<file path="src/wsfr_pkg.sv">
// Package with the shared types and constants of the WebSocket frame receiver.
`default_nettype none
package wsfr_pkg;

  localparam int QUEUE_DEPTH = 4;
  localparam int QUEUE_PTR_W = $clog2(QUEUE_DEPTH);
  localparam int QUEUE_CNT_W = $clog2(QUEUE_DEPTH + 1);

  localparam logic [7:0] MASK_BIT      = 8'h80;
  localparam logic [6:0] LEN_DIRECT_MAX = 7'd125;
  localparam logic [6:0] LEN_EXT16      = 7'd126;

  typedef enum logic [2:0] {
    PH_FIRST   = 3'd0,
    PH_SECOND  = 3'd1,
    PH_LEN_HI  = 3'd2,
    PH_LEN_LO  = 3'd3,
    PH_PAYLOAD = 3'd4,
    PH_DONE    = 3'd5,
    PH_REFUSED = 3'd6
  } phase_t;

  typedef enum logic [2:0] {
    ST_OK         = 3'd0,
    ST_SHORT      = 3'd1,
    ST_MASKED     = 3'd2,
    ST_LARGE      = 3'd3,
    ST_INCOMPLETE = 3'd4
  } status_t;

  typedef struct packed {
    logic [7:0] data_byte;
    logic       buffer_end;
  } in_item_t;

  typedef struct packed {
    logic       is_status;
    logic [7:0] payload_byte;
    logic       frame_end;
    logic [2:0] status_code;
  } out_item_t;

  typedef struct packed {
    logic       has_payload;
    logic [7:0] payload_byte;
    logic       frame_end;
    logic       has_status;
    status_t    status_code;
  } cmd_t;

endpackage
`default_nettype wire

</file>
<file path="src/wsfr_front.sv">
// Header parser that classifies each input byte and issues result commands.
`default_nettype none
module wsfr_front (
  input  wire                clk,
  input  wire                rst,
  input  wire                in_valid,
  output logic               in_stall,
  input  wsfr_pkg::in_item_t in_data,
  output logic               push,
  output wsfr_pkg::cmd_t     push_cmd,
  input  wire                queue_full
);
  import wsfr_pkg::*;

  phase_t      phase, phase_next, phase_adv;
  logic [15:0] frame_length, frame_length_next, length_adv;
  status_t     error_latched, error_latched_next, error_adv;
  logic        accept;
  logic [15:0] length_dec;
  logic [15:0] length_lo;
  logic [6:0]  len_field;

  assign in_stall   = queue_full;
  assign accept     = in_valid && !queue_full;
  assign len_field  = in_data.data_byte[6:0];
  assign length_dec = frame_length - 16'd1;
  assign length_lo  = {frame_length[15:8], in_data.data_byte};

  always_comb begin
    phase_adv  = phase;
    length_adv = frame_length;
    error_adv  = error_latched;
    case (phase)
      PH_FIRST: begin
        phase_adv = PH_SECOND;
      end
      PH_SECOND: begin
        if ((in_data.data_byte & MASK_BIT) != 8'h00) begin
          error_adv = ST_MASKED;
          phase_adv = PH_REFUSED;
        end else if (len_field <= LEN_DIRECT_MAX) begin
          length_adv = {9'd0, len_field};
          phase_adv  = (len_field == 7'd0) ? PH_DONE : PH_PAYLOAD;
        end else if (len_field == LEN_EXT16) begin
          phase_adv = PH_LEN_HI;
        end else begin
          error_adv = ST_LARGE;
          phase_adv = PH_REFUSED;
        end
      end
      PH_LEN_HI: begin
        length_adv = {in_data.data_byte, 8'h00};
        phase_adv  = PH_LEN_LO;
      end
      PH_LEN_LO: begin
        length_adv = length_lo;
        phase_adv  = (length_lo == 16'd0) ? PH_DONE : PH_PAYLOAD;
      end
      PH_PAYLOAD: begin
        length_adv = length_dec;
        if (length_dec == 16'd0) begin
          phase_adv = PH_DONE;
        end
      end
      default: begin
        phase_adv = phase;
      end
    endcase
  end

  always_comb begin
    phase_next         = phase;
    frame_length_next  = frame_length;
    error_latched_next = error_latched;
    if (accept) begin
      if (in_data.buffer_end) begin
        phase_next         = PH_FIRST;
        frame_length_next  = 16'd0;
        error_latched_next = ST_OK;
      end else begin
        phase_next         = phase_adv;
        frame_length_next  = length_adv;
        error_latched_next = error_adv;
      end
    end
  end

  always_comb begin
    push_cmd.has_payload  = (phase == PH_PAYLOAD);
    push_cmd.payload_byte = in_data.data_byte;
    push_cmd.frame_end    = (length_dec == 16'd0);
    push_cmd.has_status   = in_data.buffer_end;
    if (error_adv != ST_OK) begin
      push_cmd.status_code = error_adv;
    end else if (phase_adv == PH_SECOND) begin
      push_cmd.status_code = ST_SHORT;
    end else if (phase_adv == PH_DONE) begin
      push_cmd.status_code = ST_OK;
    end else begin
      push_cmd.status_code = ST_INCOMPLETE;
    end
    push = accept && (push_cmd.has_payload || push_cmd.has_status);
  end

  always_ff @(posedge clk) begin
    if (rst) begin
      phase         <= PH_FIRST;
      frame_length  <= 16'd0;
      error_latched <= ST_OK;
    end else begin
      phase         <= phase_next;
      frame_length  <= frame_length_next;
      error_latched <= error_latched_next;
    end
  end

endmodule
`default_nettype wire

</file>
<file path="src/wsfr_queue.sv">
// Short command queue between the header parser and the result emitter.
`default_nettype none
module wsfr_queue (
  input  wire             clk,
  input  wire             rst,
  input  wire             push,
  input  wsfr_pkg::cmd_t  push_cmd,
  output logic            full,
  input  wire             pop,
  output logic            not_empty,
  output wsfr_pkg::cmd_t  head_cmd
);
  import wsfr_pkg::*;

  cmd_t                   entries [QUEUE_DEPTH];
  logic [QUEUE_PTR_W-1:0] wr_ptr, rd_ptr;
  logic [QUEUE_CNT_W-1:0] count, count_next;
  logic                   do_push, do_pop;

  assign full      = (count == QUEUE_CNT_W'(QUEUE_DEPTH));
  assign not_empty = (count != '0);
  assign head_cmd  = entries[rd_ptr];
  assign do_push   = push && !full;
  assign do_pop    = pop && not_empty;

  always_comb begin
    count_next = count;
    if (do_push && !do_pop) begin
      count_next = count + QUEUE_CNT_W'(1);
    end else if (do_pop && !do_push) begin
      count_next = count - QUEUE_CNT_W'(1);
    end
  end

  always_ff @(posedge clk) begin
    if (rst) begin
      wr_ptr <= '0;
      rd_ptr <= '0;
      count  <= '0;
    end else begin
      count <= count_next;
      if (do_push) begin
        wr_ptr <= wr_ptr + QUEUE_PTR_W'(1);
      end
      if (do_pop) begin
        rd_ptr <= rd_ptr + QUEUE_PTR_W'(1);
      end
    end
  end

  always_ff @(posedge clk) begin
    if (do_push) begin
      entries[wr_ptr] <= push_cmd;
    end
  end

endmodule
`default_nettype wire

</file>
<file path="src/wsfr_back.sv">
// Result emitter that turns queued commands into payload and status transfers.
`default_nettype none
module wsfr_back (
  input  wire                 clk,
  input  wire                 rst,
  input  wire                 not_empty,
  input  wsfr_pkg::cmd_t      head_cmd,
  output logic                pop,
  output logic                out_valid,
  input  wire                 out_stall,
  output wsfr_pkg::out_item_t out_data
);
  import wsfr_pkg::*;

  logic      payload_sent, payload_sent_next;
  logic      out_valid_next;
  out_item_t result;
  logic      load;
  logic      send_payload;

  assign load         = not_empty && (!out_valid || !out_stall);
  assign send_payload = head_cmd.has_payload && !payload_sent;

  always_comb begin
    result            = '0;
    pop               = 1'b0;
    payload_sent_next = payload_sent;
    if (send_payload) begin
      result.payload_byte = head_cmd.payload_byte;
      result.frame_end    = head_cmd.frame_end;
    end else begin
      result.is_status   = 1'b1;
      result.status_code = head_cmd.status_code;
    end
    if (load) begin
      if (send_payload && head_cmd.has_status) begin
        payload_sent_next = 1'b1;
      end else begin
        pop               = 1'b1;
        payload_sent_next = 1'b0;
      end
    end
  end

  always_comb begin
    out_valid_next = out_valid;
    if (load) begin
      out_valid_next = 1'b1;
    end else if (!out_stall) begin
      out_valid_next = 1'b0;
    end
  end

  always_ff @(posedge clk) begin
    if (rst) begin
      out_valid    <= 1'b0;
      payload_sent <= 1'b0;
    end else begin
      out_valid    <= out_valid_next;
      payload_sent <= payload_sent_next;
    end
  end

  always_ff @(posedge clk) begin
    if (load) begin
      out_data <= result;
    end
  end

endmodule
`default_nettype wire

</file>
<file path="src/websocket_frame_receiver_core.sv">
// Top level of the WebSocket frame receiver.
// The input channel takes one byte of a received buffer per transfer, with
// buffer_end set on the buffer's last byte. The block parses a server frame
// header (mask bit must be clear, 7-bit or 16-bit length) and passes on the
// payload bytes of the frame, frame_end set on the last one. On the buffer's
// last byte a status transfer (is_status set) follows any payload transfer.
// Input bytes are taken at one per cycle while the command queue has room.
// After its byte is accepted, a result passes through the command queue and
// the output register, one result per cycle while out_stall is low, so a byte
// that makes both a payload and a status result gives two output transfers.
// Reset clears the parser to expect the first header byte of a new buffer
// and empties the queue and the output register.
// When the receiver stalls, the output register holds its result, the
// four-entry queue fills, and then in_stall rises until room frees up.
`default_nettype none
module websocket_frame_receiver_core (
  input  wire                  clk,
  input  wire                  rst,
  input  wire                  in_valid,
  output logic                 in_stall,
  input  wsfr_pkg::in_item_t   in_data,
  output logic                 out_valid,
  input  wire                  out_stall,
  output wsfr_pkg::out_item_t  out_data
);
  import wsfr_pkg::*;

  logic push, pop, full, not_empty;
  cmd_t push_cmd, head_cmd;

  wsfr_front u_front (
    .clk        (clk),
    .rst        (rst),
    .in_valid   (in_valid),
    .in_stall   (in_stall),
    .in_data    (in_data),
    .push       (push),
    .push_cmd   (push_cmd),
    .queue_full (full)
  );

  wsfr_queue u_queue (
    .clk       (clk),
    .rst       (rst),
    .push      (push),
    .push_cmd  (push_cmd),
    .full      (full),
    .pop       (pop),
    .not_empty (not_empty),
    .head_cmd  (head_cmd)
  );

  wsfr_back u_back (
    .clk       (clk),
    .rst       (rst),
    .not_empty (not_empty),
    .head_cmd  (head_cmd),
    .pop       (pop),
    .out_valid (out_valid),
    .out_stall (out_stall),
    .out_data  (out_data)
  );

endmodule
`default_nettype wire

</file>
<file path="config.mk">
export PLATFORM = sky130hd
export DESIGN_NAME = websocket_frame_receiver_core
export DESIGN_NICKNAME = d
export VERILOG_FILES = /design/src/wsfr_pkg.sv /design/src/wsfr_front.sv /design/src/wsfr_queue.sv /design/src/wsfr_back.sv /design/src/websocket_frame_receiver_core.sv
export SDC_FILE = /design/constraint.sdc
export NUM_CORES = 1
export LEC_CHECK = 0
export ABC_AREA = 1
export BUFFER_PORTS_ARGS = -buffer_cell sky130_fd_sc_hd__buf_2
export CORE_ASPECT_RATIO = 1.25
export CORE_MARGIN = 1
export CORE_UTILIZATION = 46
export CTS_BUF_LIST = sky130_fd_sc_hd__clkbuf_8
export CTS_CLUSTER_DIAMETER = 120
export CTS_CLUSTER_SIZE = 25
export DETAILED_ROUTE_END_ITERATION = 8
export PLACE_DENSITY_LB_ADDON = 0.05
export REMOVE_ABC_BUFFERS = 1
export SLEW_MARGIN = 20
export SYNTH_ARGS = -nofsm -noshare
export SYNTH_HDL_FRONTEND = slang
export SYNTH_SLANG_ARGS = --single-unit
</file>
<file path="constraint.sdc">
create_clock -name clk -period 3.15 [get_ports clk]
set_input_delay 0.315 -clock clk [delete_from_list [all_inputs] [get_ports clk]]
set_output_delay 0.315 -clock clk [all_outputs]
set_load 0.005 [all_outputs]
</file>
==> impl_metrics.csv, run 1 <==
group,metric,value,unit
outcome,status,"finished, final reports clean",
power_and_ir_drop,p_leak,0.00212,µW
cts,path_clk_slew,0.10,ns
setup_path,ff2ff_path_depth,14,
synth,synth-async-reset-ratio,0,
setup_path,crit_slowest_cell,"fa_1",
synth,syn-instance-count,539,
setup_path,cp_data_arrival_time,2.78,ns
grt,grt_max_degree,28,
grt,gr-usage-all-layers,0.209,
die,pin_count,28,
synth,synth.most_common_cell,"nand2_1",
place,place_congestion,0.950,
timing,rsz0062_at_grt,"no",
setup_path,cpMostUsedCell,"o21ai_0",
place,place_inst,691,
detailed_routing,routed_wl,10.5,mm
final_layout,layout.nets,594,
detailed_routing,ant_nets,0,
setup_path,cp_max_fo,18,
cts,post_cts_resized,0,
synth,syn_area,4770,µm²
setup_path,reg2reg_slack,0.63,ns
final_layout,diodes,0,
timing,fin_skew,0.00641,ns
detailed_routing,wl_per_cell,14.8,µm
final_layout,area_growth,10.8,%
setup_path,start_kind,"flip-flop",
setup_path,end_kind,"flip-flop",
timing,fin_crit,2.52,ns
synth,synth.top_cell.area_share,0.434,
synth,synth_top_flop_cell,"edfxtp_1",
timing,finalSetupViolations,0,
cts,post_cts_buffers,0,
cts,cts_num_sinks,102,
setup_path,crit_chain,"inv_1 -> o21ai_0 -> o22ai_1 -> inv_1 -> nor2_1 -> o21ai_0 -> nand2_1 -> ha_1 -> inv_1 -> fa_1 -> a21oi_1 -> o21ai_0 -> o21ai_0 -> a21oi_1",
setup_path,crit_type,"flip-flop to flip-flop",
final_layout,fillers,935,
hold_path,whs_path_depth,1,
die,die-area,10800,µm²
timing,final_max_slew_viol_count,0,
flow_run,cap_violations,0,
detailed_routing,vias,3707,
grt,grt_pass1_vias,3539,
timing,whs,0.231,ns
place,dp_hpwl,7.47,mm
grt,antenna_found_initial,0,
hold_path,worstHoldStart,"in_data[3]",
timing,period_share,0.799,
timing,setup_tns,0,ns
hold_path,hold_path_end,"u_queue.entries[0][7]",
die,die_h,116,µm
timing,finalHoldViolCount,0,
place,port_buffers,27,
grt,grt-ovfl-total,0,
die,dieWidth,93.1,µm
detailed_routing,drtIter0Drc,165,
die,start_util,0.472,
cts,holdBufCountCts,0,
synth,yosys.area.top_type,"edfxtp_1",
power_and_ir_drop,power.density,704,nW/µm²
cts,numCtsBuffers,9,
cts,cts-htree-levels,3,
timing,fmax,397,MHz
power_and_ir_drop,vdd_ir_drop_max,236,µV
cts,clk_latency,0.37,ns
setup_path,critPathMaxStageDelay,0.38,ns
cts,clockBufferDepth,2,
setup_path,rr_endpoint,"u_queue.count[2]",
synth,syn_avg_cell_area,8.85,µm²
die,core,10100,µm²
final_layout,final_cell_count_no_fill,707,
detailed_routing,drt_pre_antenna_iters,4,
final_layout,drive_above_1_share,0.119,
detailed_routing,via_per_inst,5.24,
cts,cts_root_buf,"clkbuf_8",
synth,synth-edff-count,69,
synth,synth_cell_types,37,
hold_path,hold_path_class,"primary input to flip-flop",
timing,worstMarginPinSlew,0.712,ns
synth,synth_seq_cells,102,
grt,grt_pass1_wl,17.0,mm
synth,ys_warn_count,0,
synth,synthTopCellsByArea,"edfxtp_1 43%, dfxtp_1 14%, nand2_1 8.3%",
cts,cts_tree,"built",
synth,synthTopCellsByCount,"106 x nand2_1, 84 x nor2_1, 69 x edfxtp_1",
synth,seq_area_frac_synth,0.573,
detailed_routing,drc,0,
die,rows,41,
timing,relSlewSlack,0.521,
setup_path,required,3.42,ns
## worst max-delay path, delay by kind of cell, from the launching register on
family	cells	cell delay [ns]
fa+ha+maj	2	0.53
flops	1	0.32
simple gates	2	0.20
buf+inv	3	0.49
compound gates	7	0.88
## worst max path at each step
stage | cells after the start | to
after floorplan | 12 | u_queue.count[1]
after global placement | 14 | u_queue.count[2]
after detailed placement | 14 | u_queue.count[2]
after CTS | 14 | u_queue.count[2]
after global routing | 14 | u_queue.count[2]
final | 14 | u_queue.count[2]
## registers in the layout, indices dropped and copies added (netlist names), named ones only
| name | flops |
|---|---|
| u_front.error_latched | 3 |
| u_queue.rd_ptr | 2 |
| u_front.frame_length | 16 |
| u_queue.count | 3 |
| u_back.payload_sent | 1 |
| u_back.out_data | 13 |
| u_front.phase | 3 |
| u_back.out_valid | 1 |
| u_queue.entries | 56 |
| u_queue.wr_ptr | 2 |
## cell families (layout without fill, tap and decap cells)
family / count (synthesis) / after routing / synth area share
flip-flops: 102 / 102 / 0.573
adder cells (fa/ha/maj): 8 / 8 / 0.0226
AND/OR/NAND/NOR: 228 / 228 / 0.199
buffers and inverters: 85 / 124 / 0.0690
AO/OA/AOI/OAI: 115 / 115 / 0.135
XOR/XNOR: 1 / 1 / 0.00184
## power by group
group,switching (µW),internal [µW],total (µW)
clock,464,378,842
sequential,71.7,1680,1750
combinational,752,377,1130
total,1290,2430,3720
## metrics by stage
step | setup slack, ns | utilization | power [µW] | cell area [µm²]
3_3_place_gp | 0.753 | 0.503 | 2900 | 5080
3_5_place_dp | 0.671 | 0.503 | 2920 | 5080
4_1_cts | 0.646 | 0.523 | 3770 | 5290
6_report | 0.634 | 0.523 | 3720 | 5290
2_1_floorplan | 0.484 | - | 2510 | 4710
5_1_grt | 0.359 | 0.523 | 4000 | 5290
## metal layers
layer	wire length (µm)	GRT usage	part of all wire
met5	0	0	0
met4	170	0.0872	0.016
met3	441	0.0407	0.042
met2	5350	0.371	0.51
met1	4500	0.248	0.43
## cells in the final DEF, fill, tap and decap left out, types with 2 or more instances in the layout
master and instances:
o22ai_1 12, inv_2 6, nor2_1 84, buf_4 9, inv_1 65, clkbuf_8 9, nand2_1 106, nor4_1 3
nor3_1 3, inv_6 3, nand4_1 5, a21oi_4 2, dfxtp_1 33, clkinv_4 2, ha_1 7, edfxtp_1 69
buf_2 27, a21oi_1 43, nor2_2 2, nand3_1 19, o21ai_0 50
## area by class of cell
type | count | area, µm² | share of cell area
Tap cell | 129 | 161 | 0.0305
Inverter | 72 | 270 | 0.0511
Clock inverter | 7 | 81.3 | 0.0154
Clock buffer | 9 | 124 | 0.0234
Timing Repair Buffer | 36 | 203 | 0.0383
Multi-Input combinational cell | 352 | 1720 | 0.324
Sequential cell | 102 | 2730 | 0.517
No activity file was read; power rests on OpenSTA's default activity.
==> run 2: changes to the inputs <==
Clock period 3.15 ns to 2.4 ns, I/O delays scaled along.
==> impl_metrics.csv, run 2 (same netlist as run 1, synthesis figures left out) <==
group,metric,value,unit
detailed_routing,vias,3677,
setup_path,crit_slowest_cell,"fa_1",
timing,worstMarginPinSlew,0.504,ns
final_layout,layout.nets,602,
place,dpl_worst_slack,0.169,ns
setup_path,end_kind,"flip-flop",
place,port_buffers,27,
cts,holdBufCountCts,0,
power_and_ir_drop,vdd_ir_drop_max,312,µV
final_layout,final_cell_mix,"105 x nand2_1, 83 x nor2_1, 69 x edfxtp_1",
timing,final_max_slew_viol_count,0,
grt,busiest_layer,"met2",
place,dp_hpwl,7.61,mm
grt,gr-usage-all-layers,0.219,
timing,fin_skew,0.0101,ns
grt,grt_pass1_wl,17.8,mm
cts,numCtsBuffers,9,
flow_run,cap_violations,0,
place,place_congestion,0.938,
die,dieWidth,93.1,µm
cts,cts_tree,"built",
grt,use_met3,0.0262,
final_layout,top_regs,"u_queue.entries (56), u_front.frame_length (16), u_back.out_data (13)",
setup_path,cp_max_fo,14,
die,die_h,116,µm
cts,path_clk_slew,0.10,ns
timing,fin_crit,2.20,ns
cts,clk_latency,0.38,ns
power_and_ir_drop,power.density,937,nW/µm²
final_layout,largest_reg_flops,56,
timing,whs,0.128,ns
grt,grt_use_met2,0.401,
detailed_routing,via_per_inst,5.14,
timing,setup_tns,0,ns
hold_path,whs_path_depth,1,
die,start_util,0.472,
setup_path,crit_type,"flip-flop to flip-flop",
detailed_routing,routed_wl,10.9,mm
final_layout,top_register,"u_queue.entries",
grt,met1_usage,0.248,
detailed_routing,ant_nets,0,
power_and_ir_drop,p_leak,0.00218,µW
setup_path,start_kind,"flip-flop",
cts,clockBufferDepth,2,
cts,cts_root_buf,"clkbuf_8",
die,pin_count,28,
hold_path,hold_path_class,"primary input to flip-flop",
timing,finalHoldViolCount,0,
timing,relSlewSlack,0.663,
detailed_routing,drtIter0Drc,173,
final_layout,mostFrequentLayoutCell,"nand2_1",
setup_path,ff2ff_path_depth,13,
timing,setup_slack,0.197,ns
final_layout,drive_above_1_share,0.135,
grt,grt_pass1_vias,3676,
die,die-area,10800,µm²
setup_path,cpMostUsedCell,"o21ai_0",
grt,grt_max_degree,22,
timing,finalSetupViolations,0,
timing,period_share,0.918,
timing,fmax,454,MHz
grt,grt-ovfl-total,0,
timing,rsz0062_at_grt,"no",
setup_path,crit_chain,"inv_1 -> buf_4 -> o21ai_0 -> a21oi_1 -> o21ai_0 -> nand2_1 -> ha_1 -> inv_1 -> fa_1 -> a21oi_1 -> o21ai_0 -> o21ai_0 -> a21oi_1",
die,core,10100,µm²
final_layout,diodes,0,
setup_path,critPathMaxStageDelay,0.37,ns
cts,cts_num_sinks,102,
cts,cts-htree-levels,3,
die,rows,41,
detailed_routing,wl_per_cell,15.2,µm
detailed_routing,drc,0,
setup_path,cp_data_arrival_time,2.48,ns
final_layout,area_growth,12.5,%
setup_path,required,2.67,ns
outcome,status,"finished, final reports clean",
grt,antenna_found_initial,0,
detailed_routing,drt_pre_antenna_iters,5,
-- run 2: final timing paths --
check	from	to	slack, ns
setup / recovery	flip-flop	u_queue.count[2]	0.20
hold / removal	in_data[5]	u_queue.entries[1][9]	0.13
setup reg to reg	flip-flop	u_queue.count[2]	0.20
hold reg to reg	u_front.error_latched[2]	u_front.error_latched[2]	0.47
-- run 2: worst max-delay path, delay by kind of cell (launching register included) --
kind	cells	cell delay [ns]
AOI/OAI and AO/OA	7	0.80
adders and majority gates	2	0.52
buffers and inverters	3	0.35
and+or+nand+nor	1	0.09
DFF	1	0.35
-- run 2: what timing repair did --
item | 4_1_cts | 5_1_grt
endpoints found under the setup margin | 0 | 5
gates resized for setup | 0 | 5
buffers inserted | 0 | 0
-- run 2: per-layer routing --
| layer | wire length (µm) | part of all wire |
|---|---|---|
| met5 | 0 | 0 |
| met4 | 270 | 0.025 |
| met3 | 285 | 0.026 |
| met2 | 5540 | 0.51 |
| met1 | 4790 | 0.44 |
-- run 2: through the flow --
step / total power [µW] / util / cell area (µm²) / cells
finish: 5030 / 0.531 / 5370 / 715
global route: 5360 / 0.531 / 5370 / 715
CTS: 5050 / 0.530 / 5360 / 715
detailed placement: 3890 / 0.509 / 5140 / 699
global placement: 3870 / 0.509 / 5140 / 699
floorplan: 3290 / - / 4710 / 526
-- run 2: final cells by class --
| class | instances | area, µm² |
|---|---|---|
| fillers | 954 | 4740 |
| well taps | 129 | 161 |
| repair buffers | 44 | 263 |
| clock buffers | 9 | 124 |
| multi-input cells | 352 | 1730 |
| inverters | 72 | 270 |
| clock inverters | 7 | 90.1 |
| flip-flops and latches | 102 | 2730 |
-- run 2: power by group --
| group | internal [µW] | switching (µW) | total, µW | leakage, µW |
|---|---|---|---|---|
| Combinational | 533 | 1010 | 1550 | 0.00115 |
| Clock | 584 | 596 | 1180 | 0.000116 |
| Sequential | 2200 | 97.8 | 2300 | 0.000913 |
